==> src/rtl/mhnl_pkg.sv <==
// Shared types and constants for the MIDI held-note list.
package mhnl_pkg;

    // MIDI status bytes recognised while idle.
    localparam logic [7:0] STATUS_NOTE_ON  = 8'h90;
    localparam logic [7:0] STATUS_NOTE_OFF = 8'h80;

    // Event codes reported with each result beat.
    typedef logic [2:0] t_event;

    localparam t_event EV_NONE      = 3'd0;
    localparam t_event EV_ADDED     = 3'd1;
    localparam t_event EV_DROPPED   = 3'd2;
    localparam t_event EV_REMOVED   = 3'd3;
    localparam t_event EV_NOT_FOUND = 3'd4;

    // One list entry: velocity in the upper byte, key in the lower byte.
    typedef struct packed {
        logic [7:0] velocity;
        logic [7:0] key;
    } t_entry;

endpackage

==> src/rtl/midi_held_note_list_core.sv <==
// MIDI note-on / note-off tracker keeping an ordered list of held notes.
//
// Input channel: a received MIDI byte on i_rx_byte is taken at a rising edge
// where start is high and busy is low. Every byte produces exactly one result
// beat, marked by o_strobe for a single cycle, carrying an event code, the
// oldest held note (zero when the list is empty) and the number of held notes.
// The receiver cannot hold results off; it must take each beat as it appears.
// Status, note-on key and note-on velocity bytes give their result in the
// cycle after acceptance and busy stays low, so such bytes may follow one per
// cycle. A note-off key byte for a non-empty list starts a walk through the
// list memory, with busy high while it runs: the first read is issued, then
// entries are compared in order while searching; a miss ends at the last
// entry, while after a hit each later entry is moved down and a closing step
// lowers the count. The result beat appears in the first cycle in which busy
// is low again. The list lives in a single memory with one write and one
// registered read port; the search and the shift are paced by that read port.
// Reset (i_rst_n low, synchronous) empties the list and returns the byte
// parser to idle; the memory itself is not cleared, as only occupied entries
// are ever read.
module midi_held_note_list_core #(
    parameter int LIST_DEPTH = 10
) (
    input  logic                 i_clk,
    input  logic                 i_rst_n,
    input  logic                 start,
    output logic                 busy,
    input  logic [7:0]           i_rx_byte,
    output logic                 o_strobe,
    output logic [2:0]           o_event_res,
    output logic [7:0]           o_head_key,
    output logic [7:0]           o_head_velocity,
    output logic [3:0]           o_held_count
);

    localparam int CW = $clog2(LIST_DEPTH + 1);
    localparam int AW = (LIST_DEPTH > 1) ? $clog2(LIST_DEPTH) : 1;
    localparam logic [CW-1:0] DEPTH_C = CW'(LIST_DEPTH);
    localparam logic [CW-1:0] ONE_C   = CW'(1);

    // Sequencer states: the first four follow the byte parser.
    localparam logic [2:0] S_IDLE    = 3'd0;
    localparam logic [2:0] S_ON_KEY  = 3'd1;
    localparam logic [2:0] S_ON_VEL  = 3'd2;
    localparam logic [2:0] S_OFF_KEY = 3'd3;
    localparam logic [2:0] S_SCAN    = 3'd4;
    localparam logic [2:0] S_SHIFT   = 3'd5;

    logic [2:0]            r_state, n_state;
    logic [7:0]            r_key, n_key;
    logic [CW-1:0]         r_count, n_count;
    logic [CW-1:0]         r_idx, n_idx;
    logic [CW-1:0]         r_pos, n_pos;
    logic                  r_vld, n_vld;
    mhnl_pkg::t_entry      r_head, n_head;
    logic                  r_strobe, n_strobe;
    mhnl_pkg::t_event      r_event, n_event;

    // List memory and its ports.
    mhnl_pkg::t_entry      r_mem [LIST_DEPTH];
    mhnl_pkg::t_entry      r_rd_data;
    logic                  rd_en;
    logic [AW-1:0]         rd_addr;
    logic                  wr_en;
    logic [AW-1:0]         wr_addr;
    mhnl_pkg::t_entry      wr_data;

    logic                  accept;
    logic                  hit;
    logic [CW+3:0]         count_ext;

    assign accept = start && !busy;
    assign busy   = (r_state == S_SCAN) || (r_state == S_SHIFT);
    assign hit    = r_vld && (r_rd_data.key == r_key);

    // Next-state logic for the parser and the search / shift sequencer.
    always_comb begin
        n_state  = r_state;
        n_key    = r_key;
        n_count  = r_count;
        n_idx    = r_idx;
        n_pos    = r_pos;
        n_vld    = 1'b0;
        n_head   = r_head;
        n_strobe = 1'b0;
        n_event  = mhnl_pkg::EV_NONE;
        rd_en    = 1'b0;
        rd_addr  = r_idx[AW-1:0];
        wr_en    = 1'b0;
        wr_addr  = r_count[AW-1:0];
        wr_data  = '{velocity: i_rx_byte, key: r_key};

        unique case (r_state)
            S_IDLE: begin
                if (accept) begin
                    n_strobe = 1'b1;
                    if (i_rx_byte == mhnl_pkg::STATUS_NOTE_ON) begin
                        n_state = S_ON_KEY;
                    end else if (i_rx_byte == mhnl_pkg::STATUS_NOTE_OFF) begin
                        n_state = S_OFF_KEY;
                    end
                end
            end
            S_ON_KEY: begin
                if (accept) begin
                    n_strobe = 1'b1;
                    n_key    = i_rx_byte;
                    n_state  = S_ON_VEL;
                end
            end
            S_ON_VEL: begin
                // Append at the tail, or drop the note when the list is full.
                if (accept) begin
                    n_strobe = 1'b1;
                    n_state  = S_IDLE;
                    if (r_count < DEPTH_C) begin
                        wr_en   = 1'b1;
                        n_count = r_count + ONE_C;
                        n_event = mhnl_pkg::EV_ADDED;
                        if (r_count == '0) begin
                            n_head = wr_data;
                        end
                    end else begin
                        n_event = mhnl_pkg::EV_DROPPED;
                    end
                end
            end
            S_OFF_KEY: begin
                if (accept) begin
                    n_key = i_rx_byte;
                    if (r_count == '0) begin
                        n_strobe = 1'b1;
                        n_event  = mhnl_pkg::EV_NOT_FOUND;
                        n_state  = S_IDLE;
                    end else begin
                        n_idx   = '0;
                        n_state = S_SCAN;
                    end
                end
            end
            S_SCAN: begin
                // One read issued per cycle; the previous read is compared.
                if (r_idx < r_count) begin
                    rd_en = 1'b1;
                    n_idx = r_idx + ONE_C;
                    n_vld = 1'b1;
                end
                n_pos = r_idx;
                if (hit) begin
                    // The read just issued fetches the entry after the hit.
                    n_pos   = r_pos;
                    n_state = S_SHIFT;
                end else if (r_vld && (r_pos == r_count - ONE_C)) begin
                    n_strobe = 1'b1;
                    n_event  = mhnl_pkg::EV_NOT_FOUND;
                    n_state  = S_IDLE;
                end
            end
            S_SHIFT: begin
                // Move entry pos+1 down into pos while fetching pos+2.
                if (r_pos + ONE_C < r_count) begin
                    wr_en   = 1'b1;
                    wr_addr = r_pos[AW-1:0];
                    wr_data = r_rd_data;
                    if (r_pos == '0) begin
                        n_head = r_rd_data;
                    end
                    if (r_idx < r_count) begin
                        rd_en = 1'b1;
                        n_idx = r_idx + ONE_C;
                    end
                    n_pos = r_pos + ONE_C;
                end else begin
                    n_count  = r_count - ONE_C;
                    n_strobe = 1'b1;
                    n_event  = mhnl_pkg::EV_REMOVED;
                    n_state  = S_IDLE;
                end
            end
            default: begin
                n_state = S_IDLE;
            end
        endcase
    end

    // Control and result registers.
    always_ff @(posedge i_clk) begin
        if (!i_rst_n) begin
            r_state  <= S_IDLE;
            r_count  <= '0;
            r_vld    <= 1'b0;
            r_strobe <= 1'b0;
            r_key    <= '0;
            r_idx    <= '0;
            r_pos    <= '0;
        end else begin
            r_state  <= n_state;
            r_count  <= n_count;
            r_vld    <= n_vld;
            r_strobe <= n_strobe;
            r_key    <= n_key;
            r_idx    <= n_idx;
            r_pos    <= n_pos;
        end
    end

    // Payload registers.
    always_ff @(posedge i_clk) begin
        r_head  <= n_head;
        r_event <= n_event;
    end

    // List memory: one write port and one registered read port.
    always_ff @(posedge i_clk) begin
        if (wr_en) begin
            r_mem[wr_addr] <= wr_data;
        end
        if (rd_en) begin
            r_rd_data <= r_mem[rd_addr];
        end
    end

    // Result beat; the list fields are stable until the next accepted byte.
    assign count_ext       = {4'b0000, r_count};
    assign o_strobe        = r_strobe;
    assign o_event_res     = r_event;
    assign o_head_key      = (r_count != '0) ? r_head.key : 8'h00;
    assign o_head_velocity = (r_count != '0) ? r_head.velocity : 8'h00;
    assign o_held_count    = count_ext[3:0];

endmodule

==> config.mk <==
export PLATFORM = sky130hd
export DESIGN_NAME = midi_held_note_list_core
export DESIGN_NICKNAME = d
export VERILOG_FILES = /design/src/rtl/mhnl_pkg.sv /design/src/rtl/midi_held_note_list_core.sv
export SDC_FILE = /design/constraint.sdc
export NUM_CORES = 1
export LEC_CHECK = 0
export BUFFER_PORTS_ARGS = -buffer_cell sky130_fd_sc_hd__buf_4
export CAP_MARGIN = 20
export CORE_ASPECT_RATIO = 1.1
export CORE_MARGIN = 4
export CORE_UTILIZATION = 61
export CTS_CLUSTER_SIZE = 40
export DETAILED_ROUTE_END_ITERATION = 6
export GPL_ROUTABILITY_DRIVEN = 0
export PLACE_DENSITY = 0.77
export REMOVE_ABC_BUFFERS = 1
export SYNTH_ARGS = -nofsm -noshare
export SYNTH_HDL_FRONTEND = slang
export SYNTH_SLANG_ARGS = --single-unit
==> constraint.sdc <==
create_clock -name i_clk -period 4.3 [get_ports i_clk]
set_input_delay 0.86 -clock i_clk [delete_from_list [all_inputs] [get_ports i_clk]]
set_output_delay 0.86 -clock i_clk [all_outputs]
set_load 0.02 [all_outputs]
=== Word-level counts from Yosys, hierarchy flattened ===
Memory sizes are Yosys's and may differ from the RTL's. A register that Yosys moved wholly into a read port is not among the register bits.
Index checks and enable logic that the tools add are counted.

* Flip-flop bits (word level): 44
* Bits in latches: 0
* RAM bits: 160
* Bits in read-only memories: 0
* Bits of input ports: 11
* Word-level logic and storage cells: 120
* Memories kept: 1

{| class="wikitable"
|+ Memory list
! name !! words !! bits a word !! rd ports !! clocked after memory_dff !! write ports !! line !! source
|-
| r_mem || 10 || 16 || 1 || 1 || 1 || midi_held_note_list_core.sv:59 || <nowiki>mhnl_pkg::t_entry r_mem [LIST_DEPTH];</nowiki>
|}

* $add $sub $neg: 4
* Multipliers: 0
* Div/mod/pow operators: 0
* Order comparisons: 3
* Equal/unequal tests: 22
* Shift operators: 0
* Multiplexer cells: 59
* Bitwise operators: 0
* Reduce and logical (&&, ||, !) cells: 21

{| class="wikitable"
|+ Operators by type and width
! operator !! count
|-
| 2-to-1 mux 16 bit || 7
|-
| 2-to-1 mux 4 bit || 11
|-
| 2-to-1 mux 3 bit || 14
|-
| one-hot mux 16 bit (2 select lines) || 1
|-
| != test 2 bit (second input constant) || 9
|-
| one-hot mux 3 bit (6 select lines) || 1
|-
| equality test 8 bit (second input constant) || 2
|-
| 2-to-1 mux 8 bit || 2
|-
| one-hot mux 4 bit (2 select lines) || 2
|-
| 2-to-1 mux 1 bit || 13
|-
| adder 4 x 1 -> 4 bit (second input constant) || 3
|-
| one-hot mux 3 bit (4 select lines) || 1
|-
| one-hot mux 4 bit (3 select lines) || 1
|-
| equality test 8 bit || 1
|-
| zero test 4 bit || 2
|-
| < comparator 4 bit || 2
|-
| AND reduction 4 bit || 2
|-
| AND reduction 7 bit || 1
|-
| equality test 3 x 2 -> 1 bit (second input constant) || 2
|-
| equality test 3 bit (second input constant) || 2
|-
| 2-to-1 mux 2 bit || 3
|-
| AND reduction 6 bit || 1
|-
| equality test 4 bit || 1
|-
| < comparator 4 bit (second input constant) || 1
|-
| other kinds (18) || 24
|}

=== Longest topological paths before layout ===
* Depth after elaboration: 8
* Depth in mapped cells: 10
* Gate-level depth less buffers: 8

=== Worst setup path after synthesis ===
OpenSTA, ideal clock, no wires.

* Path type: flip-flop to flip-flop
* Start: reg r_pos[0]
* End: reg r_rd_data[0] (netlist name)
* Arrival: 2.819 ns
* Data required time: 3.906 ns
* Setup slack: 1.087 ns
* Stages on the path, launching flop included: 9
* Buffers on the path: 1
* Period minus slack after synthesis: 3.213 ns
* Cell sequence: dfxtp_1 inv_1 ha_1 ha_1 nor2b_1 o211ai_1 nand3_1 clkbuf_1 a21oi_1

* Cells in the longest elaborated chain, start to end: 4

{| class="wikitable"
|+ RTL lines
! item !! line !! source
|-
| start: declaration || midi_held_note_list_core.sv:52 || <nowiki>logic [CW-1:0] r_pos, n_pos;</nowiki>
|-
| start signal: assignment || midi_held_note_list_core.sv:202 || <nowiki>r_pos <= n_pos;</nowiki>
|-
| adder 4 x 1 -> 4 bit || midi_held_note_list_core.sv:160 || <nowiki>if (r_pos + ONE_C < r_count) begin</nowiki>
|-
| < comparator 4 bit || midi_held_note_list_core.sv:160 ||
|-
| 2-to-1 mux 1 bit || midi_held_note_list_core.sv:160 ||
|-
| one-hot mux 1 bit (2 select lines) || midi_held_note_list_core.sv:92 || <nowiki>unique case (r_state)</nowiki>
|-
| via rd_en || midi_held_note_list_core.sv:61 || <nowiki>logic rd_en;</nowiki>
|}

The timed path passes the listed nets, and every way through them passes these cells.
A chain may end at the register's enable or synchronous reset.

=== Worst setup path after layout ===
* Start: reg r_count[0], in the netlist o_held_count[0]
* End: out o_head_velocity[5]

* Cells in the longest elaborated chain, start to end: 2

{| class="wikitable"
|+ RTL lines
! item !! line !! source
|-
| start: declaration || midi_held_note_list_core.sv:50 || <nowiki>logic [CW-1:0] r_count, n_count;</nowiki>
|-
| start signal: assignment || midi_held_note_list_core.sv:197 || <nowiki>r_count <= n_count;</nowiki>
|-
| nonzero test 4 bit || midi_held_note_list_core.sv:227 || <nowiki>assign o_head_velocity = (r_count != '0) ? r_head.velocity : 8'h00;</nowiki>
|-
| 2-to-1 mux 8 bit || midi_held_note_list_core.sv:227 ||
|-
| end: declaration || midi_held_note_list_core.sv:31 || <nowiki>output logic [7:0] o_head_velocity,</nowiki>
|}

No other way between the ends.

==> metrics.md <==
| Metric | Value |
|---|---|
| Synth Instances | between 600 and 700 |
| Vias/cell | about 6.3 |
| CTS resizes | 0 |
| Ranking of synthesized cells by area | edfxtp_1 (61%), mux4_2 (7.6%), dfxtp_1 (5.9%) |
| Htree depth | 1 |
| Endpoints failing setup | 0 |
| Netlist cell types | 50 |
| Die X | 126.6 µm |
| Final WL | between 20000 and 25000 µm |
| Xor/xnor share of the synthesized area | approximately 1.5% |
| CTS Buffer Depth | 3 |
| Vias in the first global route | 5932 |
| Area share of the largest cell type after synthesis | 61.07% |
| Final layout net count | ~740 |
| Worst hold slack | between 0.5 and 0.6 ns |
| Reg2reg end | r_rd_data[6]$_DFFE_PP_ |
| Global route overflow | 0 |
| Largest net degree at the start of global routing | 40 |
| Fin worst setup slack | between 0.8 and 0.9 ns |
| Core area | ~0.015 mm² |
| Main synth FF type | edfxtp_1 |
| Ports | 36 |
| Antenna diode count | 0 |
| Share of cells above drive strength 1 | around 17% |
| Mean Syn Cell Area | 14.09 µm² |
| Sequential fraction of design power | between 50% and 60% |
| Start point of the critical path | o_held_count[0]$_SDFFE_PN0P_ |
| Flop-to-flop setup slack | 1.11 ns |
| HP Start | r_key[2]$_SDFFE_PN0P_ |
| Placed cell count | between 800 and 900 |
| Post-synth top area cell | edfxtp_1 |
| Clock Root Buffer | clkbuf_16 |
| Num CTS Buffers | 22 |
| Initial Util | 62.47% |
| Buffers on Ports | 35 |
| Clock slew seen by the registers of the worst setup and hold paths | ~0.06 ns |
| Initial DRC count | roughly 650 |
| Max-Cap Viols | 0 |
| Simple-gate share of the synthesized area | 10.76% |
| Reg2Reg Depth | 8 |
| Wirelength per Cell | 22.08 µm |
| First-pass GRT wire length | between 30000 and 40000 µm |
| Power share of the combinational group | about 1.5% |
| Final TNS setup | 0 ns |
| Leakage | ~3.5 nW |
| Setup Crit Path Kind | flop to output port |
| HPWL after detailed placement | about 13000 µm |
| Mapped Area | between 0.009 and 0.01 mm² |
| Final core occ | 70.28% |
| Sink Count | 220 |
| Synth Area in Compound Gates | around 7% |
| Post-CTS setup buffers | 0 |
| Clock power frac | around 43% |
| DRT Pass-1 Iters | 5 |
| Synth Area in Adders | about 1.9% |
| Warnings from Yosys | 0 |
| P&R area growth vs syn | 12.50% |
| Seq/Total Area, Yosys | between 60% and 70% |
| DRT antenna net count | 0 |
| Post-Place Setup Slack | around 1.1 ns |
| Die ar. | 0.01753 mm² |
| Critical path, cell by cell | inv_1, ha_1, and3_1, nor2b_1, buf_4 |
| Minimum clock period | approximately 3.5 ns |
| Slew headroom | approximately 29% |
| Worst skew pair latency | 0.50 ns |
| Total track usage | roughly a quarter |
| Max Freq | roughly 0.29 GHz |
| Status | finished, final reports clean |
| Worst Tran Pin Value | roughly 1.1 ns |
| Multiplexer share of the synthesized area | about 9.8% |
| PD cells | a little under 400 mW/mm² |
| Final hold vios | 0 |
| Site Rows | 47 |
| Hold crit path type | flop to flop |
| CP arrival | 2.60 ns |
| Peak VDD IR | just under 0.0004 V |
| NetSw | about 800 µW |
| CP max stage delay | 0.60 ns |
| Worst Path Required | between 3 and 4 ns |
| DRC Markers | 0 |
| Hold Path Depth | 2 |
| Asr flop ratio synth | 0% |
| Main combinational cell family by area after synthesis | simple AND/OR/NAND/NOR gates |
| Slew Viols, Final | 0 |
| # hold bufs at CTS | 0 |
| Crit path capture | o_head_velocity[5] |
| CP Launch Type | flop |
| Via count | about 5800 |
| #FFs+latches synth | 220 |
| Setup Skew | 0.01743 ns |
| Post-synth EDFFs | approximately 190 |
| Crit-path slowest cell | dfxtp_1 |
| Final worst path period share | between 80% and 90% |
| Initial antenna violation count | 0 |
| Layout Cells excl Fill | slightly above 900 |
| RSZ-0062 raised after global routing | false |
| Switching portion of total power | a little under a fifth |
| Die height | between 100 and 150 µm |
| Worst Path Max Fanout | 20 |
| Worst Setup End Kind | output port |
| CTS tree | done |
| R2r startpoint | r_pos[1]$_SDFFE_PN0P_ |
| Pint | roughly 3.4 mW |
-- cells in the mapped netlist (all sizes together), types with 2 or more instances --
cell type and count:
a2111oi 2, o21ai 5, nor2b 33, clkbuf 26
and2 2, inv 11, nor2 20, nor4 4
o211ai 3, o41ai 2, a32oi 2, or4 3
a21o 3, a311oi 2, xor2 3, nand4 2
nand2 126, or3 2, nand2b 4, edfxtp 192
xnor2 13, mux2i 20, nand3 9, and3 2
buf 11, nor3 8, dfxtp 28, ha 14
mux4 32, a31oi 6, a21oi 42, o31ai 4
nor3b 3, a211oi 18
-- metrics by stage --
step / power [mW] / instance area, µm²
after global routing: 4.292 / 10620
after detailed placement: 2.412 / 9941
final: 4.159 / 10620
after floorplan: 2.381 / 9283
after CTS: 4.186 / 10620
after global placement: 2.410 / 9941
-- power by group through the flow --
stage,Combinational (mW),Clock [mW],Sequential (mW)
floorplan,0.0276,0,2.35
global placement,0.0576,0,2.35
detailed placement,0.0592,0,2.35
CTS,0.0597,1.82,2.31
global route,0.0659,1.92,2.31
finish,0.0606,1.79,2.31
-- flip-flops by register name (all words and copies together), names as in the netlist --
signal        cells
r_mem           160
o_held_count      4
r_rd_data        16
o_strobe          1
r_state           3
r_vld             1
o_event_res       3
r_pos             4
r_key             8
r_head           16
r_idx             4
-- worst min path at each step --
stage,end
after global placement,r_key[2]$_SDFFE_PN0P_
after CTS,r_key[2]$_SDFFE_PN0P_
after global routing,r_key[2]$_SDFFE_PN0P_
final,r_key[2]$_SDFFE_PN0P_
after floorplan,r_key[0]$_SDFFE_PN0P_
after detailed placement,r_key[2]$_SDFFE_PN0P_
-- area by class of cell --
cell class | instances | area (µm²)
well taps | 196 | 245.2
repair buffers | 54 | 405.4
inverters | 12 | 45.04
flip-flops and latches | 220 | 6330
fillers | 946 | 4492
clock inverters | 12 | 90.09
clock buffers | 27 | 590.6
multi-input cells | 401 | 2915
-- layer usage --
layer	routed length, µm	global-route usage, %
met1	8298	32.90
met2	9931	37.96
met3	1493	3.511
met4	636	8.357
met5	0	0
-- cells by family (layout without fill, tap and decap cells) --
kind of cell / after synthesis / after routing
buffers and inverters: 49 / 105
AO/OA/AOI/OAI: 98 / 98
XOR/XNOR: 16 / 16
multiplexers: 52 / 52
AND/OR/NAND/NOR: 221 / 221
flip-flops: 220 / 220
adder cells (fa/ha/maj): 14 / 14
-- layout by cell type (no fill, tap or decap), drive strengths merged, types with 8 or more instances in the layout --
cell	instances
a21oi	42
mux4	32
buf	54
dfxtp	28
edfxtp	192
ha	14
clkinv	9
clkbuf	27
mux2i	20
nor3	8
nand3	9
nor2	20
nand2	126
a211oi	18
xnor2	13
nor2b	33
inv	12
-- critical path: cells and delay by family, from the launching register on --
family | cells | cell delay [ns]
and+or+nand+nor | 2 | 0.86
buffers and inverters | 2 | 0.36
DFF | 1 | 0.60
adders and majority gates | 1 | 0.27
(Power assumes the default switching activity.)
